[config.mk]
export PLATFORM = sky130hd
export DESIGN_NAME = stsf_ctrl
export DESIGN_NICKNAME = d
export VERILOG_FILES = /design/src/hw/rtl/stsf_pkg.sv /design/src/hw/rtl/stsf_ctrl.sv
export SDC_FILE = /design/constraint.sdc
export NUM_CORES = 1
export LEC_CHECK = 0
export BUFFER_PORTS_ARGS = -buffer_cell sky130_fd_sc_hd__buf_2
export CORE_MARGIN = 2
export CORE_UTILIZATION = 30
export DETAILED_ROUTE_END_ITERATION = 7
export HOLD_SLACK_MARGIN = 0.1
export PLACE_DENSITY_LB_ADDON = 0.12
export SLEW_MARGIN = 30
export SYNTH_ARGS = -nofsm -noshare
export SYNTH_HDL_FRONTEND = slang
export SYNTH_SLANG_ARGS = --single-unit
[constraint.sdc]
create_clock -name clk -period 4.39 [get_ports clk]
set_input_delay 0.2195 -clock clk [delete_from_list [all_inputs] [get_ports clk]]
set_output_delay 0.2195 -clock clk [all_outputs]
set_load 0.02 [all_outputs]
[src/hw/rtl/stsf_pkg.sv]
// Shared types and constants for the shaded triangle span fill core.
// Holds the operation codes, the slope selector and the controller/datapath
// command and status bundles. No dependencies.
package stsf_pkg;

  localparam int COORD_W = 12;
  localparam int COUNT_W = 17;
  localparam int ADDR_W  = 17;
  localparam int BYTE_W  = 8;
  localparam int SEL_W   = 3;
  localparam int EDGE_W  = 48;
  localparam int FRAC_W  = 16;
  localparam int QUOT_W  = 28;
  localparam int TBL_W   = 4;

  // span rounding biases in Q32.16 (0.4 and 0.6)
  localparam logic signed [EDGE_W-1:0] LEFT_BIAS  = 48'sd26214;
  localparam logic signed [EDGE_W-1:0] RIGHT_BIAS = 48'sd39322;

  typedef enum logic [1:0] {
    MODE_DRAW  = 2'd0,
    MODE_WRITE = 2'd1,
    MODE_READ  = 2'd2,
    MODE_LOAD  = 2'd3
  } stsf_mode_t;

  typedef enum logic [1:0] {
    SLOPE_LONG   = 2'd0,
    SLOPE_SHORT1 = 2'd1,
    SLOPE_SHORT2 = 2'd2
  } stsf_slope_t;

  typedef struct packed {
    logic        load;
    logic        sort;
    logic        div_start;
    stsf_slope_t div_sel;
    logic        row_init;
    logic        row_next;
    logic        span_calc;
    logic        base_calc;
    logic        reduce;
    logic        pix_rd;
    logic        pix_wr;
    logic        frame_wr;
    logic        shade_wr;
    logic        rd_capture;
    logic        out_load;
  } stsf_cmd_t;

  typedef struct packed {
    stsf_mode_t mode;
    logic       degenerate;
    logic       need_s1;
    logic       need_s2;
    logic       div_done;
    logic       row_end;
    logic       row_visible;
    logic       span_empty;
    logic       reduce_done;
    logic       pix_last;
  } stsf_status_t;

  // integer coordinate to Q32.16 edge value
  function automatic logic signed [EDGE_W-1:0] to_edge(input logic signed [COORD_W-1:0] v);
    return {{(EDGE_W-COORD_W-FRAC_W){v[COORD_W-1]}}, v, {FRAC_W{1'b0}}};
  endfunction

endpackage

[src/hw/rtl/stsf_ctrl.sv]
// Controller state machine for the span fill core.
// Depends on stsf_pkg; drives the datapath by command, reads its status.
module stsf_ctrl
  import stsf_pkg::*;
(
  input  logic         clk,
  input  logic         rst,
  input  logic         in_valid,
  output logic         in_ready,
  output logic         out_valid,
  input  logic         out_ready,
  input  stsf_status_t status,
  output stsf_cmd_t    cmd
);

  typedef enum logic [17:0] {
    S_IDLE   = 18'b000000000000000001,
    S_DECODE = 18'b000000000000000010,
    S_SORT   = 18'b000000000000000100,
    S_DSTART = 18'b000000000000001000,
    S_DWAIT  = 18'b000000000000010000,
    S_RINIT  = 18'b000000000000100000,
    S_ROW    = 18'b000000000001000000,
    S_SPAN   = 18'b000000000010000000,
    S_SPCHK  = 18'b000000000100000000,
    S_RED    = 18'b000000001000000000,
    S_PRD    = 18'b000000010000000000,
    S_PSH    = 18'b000000100000000000,
    S_PWR    = 18'b000001000000000000,
    S_FWR    = 18'b000010000000000000,
    S_FRD    = 18'b000100000000000000,
    S_FRDW   = 18'b001000000000000000,
    S_SWR    = 18'b010000000000000000,
    S_DONE   = 18'b100000000000000000
  } ctrl_state_t;

  ctrl_state_t state, state_next;
  stsf_slope_t div_idx, div_idx_next;

  assign in_ready = (state == S_IDLE);

  // next state and commands
  always_comb begin
    state_next   = state;
    div_idx_next = div_idx;
    cmd          = '0;
    cmd.div_sel  = div_idx;
    case (state)
      S_IDLE: begin
        if (in_valid) begin
          cmd.load   = 1'b1;
          state_next = S_DECODE;
        end
      end
      S_DECODE: begin
        case (status.mode)
          MODE_DRAW:  state_next = S_SORT;
          MODE_WRITE: state_next = S_FWR;
          MODE_READ:  state_next = S_FRD;
          MODE_LOAD:  state_next = S_SWR;
          default:    state_next = S_DONE;
        endcase
      end
      S_SORT: begin
        cmd.sort = 1'b1;
        if (status.degenerate) begin
          state_next = S_DONE;
        end else begin
          div_idx_next = SLOPE_LONG;
          state_next   = S_DSTART;
        end
      end
      S_DSTART: begin
        cmd.div_start = 1'b1;
        state_next    = S_DWAIT;
      end
      S_DWAIT: begin
        if (status.div_done) begin
          if (div_idx == SLOPE_LONG && status.need_s1) begin
            div_idx_next = SLOPE_SHORT1;
            state_next   = S_DSTART;
          end else if (div_idx != SLOPE_SHORT2 && status.need_s2) begin
            div_idx_next = SLOPE_SHORT2;
            state_next   = S_DSTART;
          end else begin
            state_next = S_RINIT;
          end
        end
      end
      S_RINIT: begin
        cmd.row_init = 1'b1;
        state_next   = S_ROW;
      end
      S_ROW: begin
        if (status.row_end) begin
          state_next = S_DONE;
        end else if (!status.row_visible) begin
          cmd.row_next = 1'b1;
        end else begin
          state_next = S_SPAN;
        end
      end
      S_SPAN: begin
        cmd.span_calc = 1'b1;
        state_next    = S_SPCHK;
      end
      S_SPCHK: begin
        if (status.span_empty) begin
          cmd.row_next = 1'b1;
          state_next   = S_ROW;
        end else begin
          cmd.base_calc = 1'b1;
          state_next    = S_RED;
        end
      end
      S_RED: begin
        if (status.reduce_done) begin
          state_next = S_PRD;
        end else begin
          cmd.reduce = 1'b1;
        end
      end
      S_PRD: begin
        cmd.pix_rd = 1'b1;
        state_next = S_PSH;
      end
      S_PSH: begin
        state_next = S_PWR;
      end
      S_PWR: begin
        cmd.pix_wr = 1'b1;
        if (status.pix_last) begin
          cmd.row_next = 1'b1;
          state_next   = S_ROW;
        end else begin
          state_next = S_PRD;
        end
      end
      S_FWR: begin
        cmd.frame_wr = 1'b1;
        state_next   = S_DONE;
      end
      S_FRD: begin
        state_next = S_FRDW;
      end
      S_FRDW: begin
        cmd.rd_capture = 1'b1;
        state_next     = S_DONE;
      end
      S_SWR: begin
        cmd.shade_wr = 1'b1;
        state_next   = S_DONE;
      end
      S_DONE: begin
        if (!out_valid || out_ready) begin
          cmd.out_load = 1'b1;
          state_next   = S_IDLE;
        end
      end
      default: begin
        state_next = S_IDLE;
      end
    endcase
  end

  // state registers
  always_ff @(posedge clk) begin
    if (rst) begin
      state   <= S_IDLE;
      div_idx <= SLOPE_LONG;
    end else begin
      state   <= state_next;
      div_idx <= div_idx_next;
    end
  end

  // result register valid
  always_ff @(posedge clk) begin
    if (rst) begin
      out_valid <= 1'b0;
    end else if (cmd.out_load) begin
      out_valid <= 1'b1;
    end else if (out_ready) begin
      out_valid <= 1'b0;
    end
  end

`ifndef SYNTH
  // a new result only appears from the completion state
  a_result_from_done: assert property (@(posedge clk) disable iff (rst)
    $rose(out_valid) |-> $past(state == S_DONE))
    else $error("result raised outside completion state");

  // every pixel write follows a shade lookup cycle
  a_write_after_lookup: assert property (@(posedge clk) disable iff (rst)
    (state == S_PWR) |-> $past(state == S_PSH))
    else $error("pixel write without shade lookup");

  // no new item while a draw is still dividing or walking rows
  a_ready_only_idle: assert property (@(posedge clk) disable iff (rst)
    (state == S_ROW || state == S_DWAIT) |-> !in_ready)
    else $error("ready during draw");
`endif

endmodule

## Yosys cells after proc, flatten, opt, wreduce, memory -nomap -nowiden

Index checks and enable logic that the tools add are counted.

| operators by class | value |
|---|---|
| reductions and logical operators | 11 |
| equal/unequal tests | 29 |
| muxes and demuxes | 42 |

Operator list:

| operator | count |
|---|---|
| case mux 18 bit (16 select lines) | 1 |
| two-way mux 18 bit | 8 |
| case mux 18 bit (4 select lines) | 1 |
| two-way mux 1 bit | 23 |
| == test 18 x 1 -> 1 bit, second input constant | 1 |
| == test 18 x 10 -> 1 bit, second input constant | 1 |
| == test 18 x 11 -> 1 bit, second input constant | 1 |
| == test 18 x 12 -> 1 bit, second input constant | 1 |
| == test 18 x 13 -> 1 bit, second input constant | 1 |
| == test 18 x 14 -> 1 bit, second input constant | 1 |
| == test 18 x 15 -> 1 bit, second input constant | 1 |
| == test 18 x 16 -> 1 bit, second input constant | 1 |
| == test 18 x 17 -> 1 bit, second input constant | 1 |
| == test 18 bit, second input constant | 1 |
| == test 18 x 2 -> 1 bit, second input constant | 1 |
| == test 18 x 3 -> 1 bit, second input constant | 1 |
| == test 18 x 4 -> 1 bit, second input constant | 1 |
| == test 18 x 5 -> 1 bit, second input constant | 1 |
| == test 18 x 6 -> 1 bit, second input constant | 1 |
| == test 18 x 7 -> 1 bit, second input constant | 1 |
| == test 18 x 8 -> 1 bit, second input constant | 1 |
| == test 18 x 9 -> 1 bit, second input constant | 1 |
| inequality test 2 bit, second input constant | 6 |
| two-way mux 11 bit | 1 |
| 16 further kinds | 24 |

| storage, ports and cells | value |
|---|---|
| register bits | 21 |
| output and inout port bits | 18 |
| input bits | 15 |

## Depth between registers and ports, before layout

Gate-level depths: netlist of run 1.

| logic depth | value |
|---|---|
| depth after elaboration | 6 |
| depth in mapped cells | 8 |

## Least setup slack after synthesis of run 1

Ideal clock, no wire load.

| path | value |
|---|---|
| path type | register -> output |
| start point | reg state[13] |
| end point | out cmd[15] in the netlist's numbering |
| arrival | 2.465 ns |
| path slack | 1.706 ns |
| data required time | 4.171 ns |
| buffers on the path | 3 |
| cell stages (with the launch flop) | 9 |
| cells stage by stage | dfxtp_1 buf_6 or4_4 buf_6 or3_4 buf_6 or4_4 inv_1 and2_1 |

RTL lines:

| what | RTL line | source |
|---|---|---|
| start, declared | stsf_ctrl.sv:37 | `ctrl_state_t state, state_next;` |
| start signal, assigned | stsf_ctrl.sv:172 | `state <= state_next;` |
| end, declared | stsf_ctrl.sv:13 | `output stsf_cmd_t cmd` |

==> results.sh, run 1 <==
export IMPL_dp_slack_ps=1790
export IMPL_whs_ps=137
export IMPL_dp_hpwl_mm=3.23
export IMPL_drive_gt1_frac=0.228
export IMPL_htree_levels=1
export IMPL_synth_ff_type="dfxtp_1"
export IMPL_vdd_ir_drop_max_mv=0.138
export IMPL_core_region_area_um2=4410
export IMPL_fin_setup_tns_ps=0
export IMPL_grtUsageTotal=0.162
export IMPL_dieArea_um2=5230
export IMPL_drt_iter0_markers=71
export IMPL_synth_top_area_frac=0.300
export IMPL_antenna_found_initial=0
export IMPL_period_share=0.653
export IMPL_p_comb_frac=0.438
export IMPL_ant_nets=0
export IMPL_holdPathStages=2
export IMPL_fin_ws_ps=1520
export IMPL_grt_pass1_vias=1452
export IMPL_max_cap_viol_count=0
export IMPL_cts_hold_buf=0
export IMPL_yosys_cell_types_count=49
export IMPL_diodes=0
export IMPL_vias=1456
export IMPL_syn_to_final_growth_pct=15.5
export IMPL_post_route_util=0.366
export IMPL_ys_top_cells_by_area="dfxtp_1, nor4_1, nor3_1"
export IMPL_async_flop_share=0
export IMPL_power_internal_uw=374
export IMPL_r2r_cells=5
export IMPL_routabilityCongestion=0.917
export IMPL_endpoint_kind="output port"
export IMPL_routedWlPerCell_um=16.5
export IMPL_hold_class="in -> reg"
export IMPL_power_switching_uw=258
export IMPL_finalClockSkew_ps=10.3
export IMPL_cp_data_required_time_ps=4170
export IMPL_postCtsSetupRepairBufs=0
export IMPL_die_y_um=72.3
export IMPL_grt_pass1_wl_mm=6.69
export IMPL_powerDensity_nw_per_um2=390
export IMPL_via_per_inst=5.73
export IMPL_gr_total_overflow=0
export IMPL_start_util=0.317
export IMPL_synth_nets=190
export IMPL_yosysSeqAreaShare=0.300
export IMPL_worst_pin_slew_ps=817
export IMPL_cts_root_buf="clkbuf_8"
export IMPL_clkPwrFrac=0.207
export IMPL_io_buffers=32
export IMPL_setup_viol=0
export IMPL_maxSlewViolCount=0
export IMPL_drc=0
export IMPL_clk_pin_slew_worst_paths_ps=80
export IMPL_cts_tree="built"
export IMPL_synthesis_instances=175
export IMPL_io_pins=33
export IMPL_maxSlewHeadroom=0.450
export IMPL_synth_edf_count=0
export IMPL_worstSetupPathType="reg -> out"
export IMPL_synth_seq_cells=21
export IMPL_post_synth_cell_area_avg_um2=8.00
export IMPL_critPathMaxFanout=8
export IMPL_hold_viol=0
export IMPL_clockBufferDepth=2
export IMPL_pwr_share_seq=0.355
export IMPL_arrival_ps=2650
export IMPL_post_cts_resized=0
export IMPL_nets=218
export IMPL_fillers=483
export IMPL_fmax_ghz=0.349
export IMPL_rsz0062_at_grt="false"
export IMPL_swShare=0.408
export IMPL_grt_max_degree=12
export IMPL_cts_sinks=21
export IMPL_fp_row_count=24
export IMPL_wl_mm=4.18
export IMPL_dr_pass1_iters=4
export IMPL_fin_crit_ps=2870
export IMPL_worstSetupStartpointType="register"
export IMPL_synth_area_um2=1400
export IMPL_synth_area_leader_cell="dfxtp_1"
export IMPL_status="finished, final reports clean"
export IMPL_worstSkewPairLatency_ps=270
export IMPL_yosys_warnings=0
export IMPL_numCtsBuffers=3
export IMPL_leakage_nw=0.707
export IMPL_die_x_um=72.3
placed cells by master, fill, tap and decap left out, types with 2 or more instances in the layout:
cell	count
nor4b_1	3
nor2_1	14
and3_1	2
clkbuf_8	3
nand2b_1	7
inv_1	8
a2111oi_0	2
or4b_2	2
nor2b_1	4
and3b_1	2
o211ai_1	2
a31oi_1	2
or4_4	2
nand3_1	5
buf_2	32
or2_2	2
a21oi_1	3
nand3b_1	2
nand2_1	11
and4_1	2
or3_1	4
dfxtp_1	21
nor3b_1	2
or4_1	6
nor4_1	12
xor2_1	4
o21a_1	3
nor3_1	14
o21ai_0	5
routing by layer:
metal  vias to the layer above  global-route usage  wire length [µm]
met2                        34               0.288              2090
met4                         0              0.0503                65
met1                       685               0.201              1880
li1                        729                   -                 -
met5                         -                   0                 0
met3                         8              0.0236               144
kinds of logic (layout without fill, tap and decap cells):
kind of cell           count (synthesis)  after routing  synth area share
buffers and inverters                 17             44            0.0634
XOR/XNOR                               4              4            0.0250
flip-flops                            21             21             0.300
AND/OR/NAND/NOR                      103            103             0.453
multiplexers                           1              1           0.00715
AO/OA/AOI/OAI                         29             29             0.151
cell type report:
class | instances | area [µm²] | share of cell area
Multi-Input combinational cell | 137 | 897 | 0.555
Timing Repair Buffer | 32 | 160 | 0.0990
Inverter | 8 | 30.0 | 0.0186
Clock buffer | 4 | 45.0 | 0.0278
Tap cell | 52 | 65.1 | 0.0402
Sequential cell | 21 | 420 | 0.260
registers in the layout, summed over array words and instances (netlist names):
register / flops
out_valid: 1
state: 18
div_idx: 2
critical path, stage by stage, from the launching register on:
cell     delay (ps)
dfxtp_1         370
or4_1           720
or3_4           440
or4_4           520
inv_1            80
and2_1          110
buf_2           150
through the flow:
stage	std cells	area [µm²]	power, mW
global route	254	1620	0.667
global placement	250	1570	0.502
CTS	254	1610	0.630
finish	254	1620	0.631
detailed placement	250	1570	0.501
floorplan	175	1400	0.434
cell usage after synthesis (3+ instances only):
master and n:
dfxtp_1 21, nor2_1 14, nor3_1 14, nor4_1 12, nand2_1 11, inv_1 8
nand2b_1 7, or4_1 6, nand3_1 5, o21ai_0 5, clkbuf_1 4, nor2b_1 4
nor4b_1 4, or3_1 4, xor2_1 4, a21oi_1 3, buf_6 3, o21a_1 3
path summary, 6_finish.rpt:
kind                                  from         end  slack [ps]
worst min-delay path            status[10]   state[13]         140
worst max register to register    state[5]    state[5]        1670
worst max-delay path              state[8]     cmd[15]        1520
worst min register to register  div_idx[1]  div_idx[1]         530
power by group through the flow:
stage	Sequential, mW	Clock [mW]	Combinational, mW
after floorplan	0.220	0	0.214
after global placement	0.228	0	0.275
after detailed placement	0.228	0	0.273
after CTS	0.223	0.133	0.275
after global routing	0.227	0.140	0.300
final	0.224	0.131	0.276
(Power assumes the default switching activity.)
==> inputs of run 2 (changes only) <==
Clock period 4.39 ns to 2.6 ns, I/O delays scaled along.
==> results.sh, run 2 (synthesized netlist as in run 1, its figures left out) <==
export IMPL_via_per_inst=5.63
export IMPL_routedWlPerCell_um=16.3
export IMPL_numCtsBuffers=3
export IMPL_fin_crit_ps=2550
export IMPL_core_region_area_um2=4410
export IMPL_grt_pass1_wl_mm=7.19
export IMPL_gr_total_overflow=0
export IMPL_leakage_nw=0.838
export IMPL_clk_pin_slew_worst_paths_ps=90
export IMPL_max_cap_viol_count=0
export IMPL_r2r_cells=6
export IMPL_dieArea_um2=5230
export IMPL_endpoint_kind="output port"
export IMPL_syn_to_final_growth_pct=32.4
export IMPL_fin_setup_tns_ps=0
export IMPL_cts_sinks=21
export IMPL_diodes=0
export IMPL_wl_mm=4.55
export IMPL_fp_row_count=24
export IMPL_reg_top3="state x18, div_idx x2, out_valid x1"
export IMPL_status="finished, final reports clean"
export IMPL_instances_no_fill=279
export IMPL_vdd_ir_drop_max_mv=0.185
export IMPL_period_share=0.981
export IMPL_grtUsageTotal=0.175
export IMPL_dp_slack_ps=154
export IMPL_routabilityCongestion=0.849
export IMPL_cts_tree="built"
export IMPL_cp_common_cell="or4_4"
export IMPL_setup_viol=0
export IMPL_htree_levels=1
export IMPL_grt_max_degree=13
export IMPL_cts_root_buf="clkbuf_8"
export IMPL_maxSlewViolCount=0
export IMPL_rsz0062_at_grt="true"
export IMPL_dp_hpwl_mm=3.45
export IMPL_worst_path_buf_inv=2
export IMPL_ant_nets=0
export IMPL_die_y_um=72.3
export IMPL_worstSkewPairLatency_ps=270
export IMPL_layout_commonest_cell="buf_2"
export IMPL_maxSlewHeadroom=0.657
export IMPL_critPathMaxFanout=5
export IMPL_regMostFlops="state"
export IMPL_largest_register_ffs=18
export IMPL_dr_pass1_iters=4
export IMPL_dp_cells=266
export IMPL_vias=1571
export IMPL_drc=0
export IMPL_hold_class="in -> reg"
export IMPL_cp_depth=6
export IMPL_post_route_util=0.420
export IMPL_io_pins=33
export IMPL_cp_slowest_stage_delay_ps=570
export IMPL_holdPathStages=2
export IMPL_worstSetupStartpointType="register"
export IMPL_die_x_um=72.3
export IMPL_powerDensity_nw_per_um2=629
export IMPL_clockBufferDepth=2
export IMPL_drive_gt1_frac=0.339
export IMPL_io_buffers=32
export IMPL_critical_path_top_delay_family="simple AND/OR/NAND/NOR gates"
export IMPL_antenna_found_initial=0
export IMPL_nets=243
export IMPL_fmax_ghz=0.392
export IMPL_start_util=0.317
export IMPL_fin_ws_ps=50.4
export IMPL_worstSetupPathType="reg -> out"
export IMPL_arrival_ps=2420
export IMPL_cp_slowest_cell="or4_4"
export IMPL_hold_viol=0
export IMPL_grt_pass1_vias=1496
export IMPL_worst_pin_slew_ps=501
export IMPL_r2r_slack_ps=240
export IMPL_most_common_layout_cells="buf_2, buf_4, dfxtp_1, nor2_1, nor3_1"
export IMPL_cp_data_required_time_ps=2470
export IMPL_crit_chain="or4_4 -> or3_4 -> or4_4 -> inv_2 -> and2_1 -> buf_6"
export IMPL_whs_ps=155
export IMPL_drt_iter0_markers=79
export IMPL_finalClockSkew_ps=10.5
-- run 2: timing repair --
action,4_1_cts,5_1_grt
pin swaps,4,3
endpoints found under the setup margin,4,6
hold buffers,3,0
buffers inserted,1,5
resized for setup,3,8
hold endpoints to repair,3,0
-- run 2: power by group --
part	leakage [nW]	switching [mW]	internal (mW)
Clock	0.0255	0.118	0.107
Combinational	0.641	0.305	0.257
Sequential	0.171	0.0375	0.343
-- run 2: routing by layer --
metal  GRT usage  part of all wire
met5           0                 0
met4      0.0440             0.011
met3      0.0278             0.045
met2       0.305              0.49
met1       0.226              0.45
-- run 2: metrics by stage --
| step | power [mW] | cell area, µm² |
|---|---|---|
| 6_report | 1.17 | 1850 |
| 5_1_grt | 1.24 | 1850 |
| 4_1_cts | 1.13 | 1790 |
| 3_5_place_dp | 0.896 | 1690 |
| 3_3_place_gp | 0.896 | 1690 |
| 2_1_floorplan | 0.735 | 1410 |
-- run 2: area by class of cell --
type | count | area (µm²)
fillers | 478 | 2560
clock inverters | 1 | 5.00
flip-flops and latches | 21 | 424
clock buffers | 3 | 41.3
multi-input cells | 137 | 926
repair buffers | 57 | 362
well taps | 52 | 65.1
inverters | 8 | 30.0
-- run 2: final timing paths --
path                                start        end
worst max-delay path             state[5]    cmd[15]
worst min register to register  out_valid  out_valid
worst max register to register   state[5]   state[6]
worst min-delay path                  rst  out_valid
==> inputs of run 3 (changes only) <==
Settings changed: CORE_UTILIZATION 30 to 48.
==> results.sh, run 3 (synthesized netlist as in run 1, its figures left out) <==
export IMPL_reg_top3="state x18, div_idx x2, out_valid x1"
export IMPL_antenna_found_initial=0
export IMPL_worstReg2RegEnd="div_idx[1]"
export IMPL_dieArea_um2=3360
export IMPL_grt_met1_usage=0.317
export IMPL_maxSlewHeadroom=0.624
export IMPL_pwr_share_seq=0.337
export IMPL_htree_levels=1
export IMPL_fmax_ghz=0.383
export IMPL_die_x_um=58.0
export IMPL_hold_viol=0
export IMPL_arrival_ps=2480
export IMPL_fin_ws_ps=-14.0
export IMPL_endpoint="cmd[15]"
export IMPL_violations="negative setup slack"
export IMPL_drt_iter0_markers=160
export IMPL_critPathMaxFanout=4
export IMPL_cp_startpoint="state[8]"
export IMPL_routedWlPerCell_um=16.5
export IMPL_grt_busiest_layer="met2"
export IMPL_critical_path_top_delay_family="simple AND/OR/NAND/NOR gates"
export IMPL_fin_crit_ps=2610
export IMPL_worstSetupStartpointType="register"
export IMPL_worst_path_buf_inv=2
export IMPL_leakage_nw=0.821
export IMPL_clkPwrFrac=0.148
export IMPL_period_share=1.01
export IMPL_grtUsageTotal=0.252
export IMPL_vdd_ir_drop_max_mv=0.611
export IMPL_crit_chain="or4_4 -> or3_4 -> or4_4 -> inv_2 -> and2_1 -> buf_4"
export IMPL_largest_register_ffs=18
export IMPL_core_region_area_um2=2760
export IMPL_endpoint_kind="output port"
export IMPL_maxSlewViolCount=0
export IMPL_numCtsBuffers=3
export IMPL_status="finished, violations left"
export IMPL_power_switching_uw=459
export IMPL_power_internal_uw=651
export IMPL_drc=0
export IMPL_cp_slowest_cell="or4_4"
export IMPL_die_y_um=58.0
export IMPL_clk_pin_slew_worst_paths_ps=130
export IMPL_cp_slowest_stage_delay_ps=540
export IMPL_cts_tree="built"
export IMPL_drive_gt1_frac=0.356
export IMPL_grtUsageMet3=0.0268
export IMPL_fillers=238
export IMPL_routabilityCongestion=0.911
export IMPL_fp_row_count=19
export IMPL_grt_max_degree=13
export IMPL_most_common_layout_cells="buf_2, buf_4, nor2_1, nor3_1, dfxtp_1"
export IMPL_rsz0062_at_grt="true"
export IMPL_grt_pass1_wl_mm=6.55
export IMPL_powerDensity_nw_per_um2=615
export IMPL_io_buffers=32
export IMPL_wl_mm=4.23
export IMPL_dp_hpwl_mm=3.03
export IMPL_min_from="status[6]"
export IMPL_finalClockSkew_ps=6.92
export IMPL_grt_util_met2=0.443
export IMPL_r2r_cells=6
export IMPL_cp_depth=6
export IMPL_syn_to_final_growth_pct=29.0
export IMPL_dr_pass1_iters=6
export IMPL_cts_sinks=21
export IMPL_hold_class="in -> reg"
export IMPL_clockBufferDepth=2
export IMPL_diodes=0
export IMPL_max_cap_viol_count=0
export IMPL_grt_pass1_vias=1498
export IMPL_setup_viol=1
export IMPL_nets=241
export IMPL_start_util=0.508
export IMPL_regMostFlops="state"
export IMPL_worst_pin_slew_ps=550
export IMPL_r2r_slack_ps=290
export IMPL_gr_total_overflow=0
export IMPL_cp_common_cell="or4_4"
export IMPL_ant_nets=0
export IMPL_final_cell_area_um2=1810
export IMPL_cts_root_buf="clkbuf_4"
export IMPL_p_comb_frac=0.516
export IMPL_layout_commonest_cell="buf_2"
export IMPL_swShare=0.414
export IMPL_via_per_inst=6.47
export IMPL_place_area_um2=1640
export IMPL_finalPower_mw=1.11
export IMPL_worstSkewPairLatency_ps=310
export IMPL_worstSetupPathType="reg -> out"
export IMPL_cp_data_required_time_ps=2470
export IMPL_reg2reg_from="state[8]"
export IMPL_io_pins=33
export IMPL_vias=1656
[run 3: cell types whose count changed in the layout (fill, tap and decap cells not counted), moves of 2 or more]
cell,previous run,this run
dfxtp_1,18,14
clkbuf_4,0,3
clkbuf_8,3,0
buf_4,22,20
dfxtp_4,0,3
[run 3: worst min path at each step]
stage	end	cells past startpoint
after floorplan	out_valid	1
after global placement	state[13]	2
after global routing	state[5]	3
after CTS	state[5]	3
final	state[5]	3
after detailed placement	state[13]	2
[run 3: layout make-up]
| cell class | instances | area, µm² | share of cell area |
|---|---|---|---|
| Multi-Input combinational cell | 137 | 927 | 0.514 |
| Tap cell | 31 | 38.8 | 0.0215 |
| Clock inverter | 1 | 5.00 | 0.00277 |
| Timing Repair Buffer | 55 | 345 | 0.191 |
| Inverter | 8 | 30.0 | 0.0166 |
| Sequential cell | 21 | 437 | 0.242 |
| Clock buffer | 3 | 22.5 | 0.0125 |
[run 3: what timing repair did]
item	CTS	global route
hold buffers	4	0
endpoints found under the hold margin	6	0
buffers inserted	6	1
resized for setup	11	7
endpoints found under the setup margin	3	6
pin swaps	4	3
[run 3: through the flow]
step	utilization	instances	setup WS (ps)	hold WS, ps	setup TNS (ps)
finish	0.655	256	-14.0	114	-14.0
global route	0.655	256	-44.8	119	-44.8
floorplan	-	175	5.30	199	0
CTS	0.642	255	2.80	107	0
global placement	0.593	241	235	321	0
detailed placement	0.593	241	197	335	0
[run 3: layer usage]
metal  part of all wire  routed length (µm)
met1               0.42                1760
met2               0.49                2060
met3              0.074                 313
met5                  0                   0
met4              0.024                 101
[run 3: tightest hold or removal path: cells and delay by family]
kind	cells	cell delay [ps]
AO/OA/AOI/OAI	1	140
buffers and inverters	1	90
AND/OR/NAND/NOR	1	50
[run 3: power groups by stage]
| stage | clock (mW) | combinational [mW] | sequential, mW |
|---|---|---|---|
| 6_report | 0.164 | 0.573 | 0.374 |
| 5_1_grt | 0.178 | 0.613 | 0.379 |
| 3_3_place_gp | 0 | 0.502 | 0.380 |
| 2_1_floorplan | 0 | 0.362 | 0.372 |
| 3_5_place_dp | 0 | 0.504 | 0.381 |
| 4_1_cts | 0.167 | 0.533 | 0.372 |
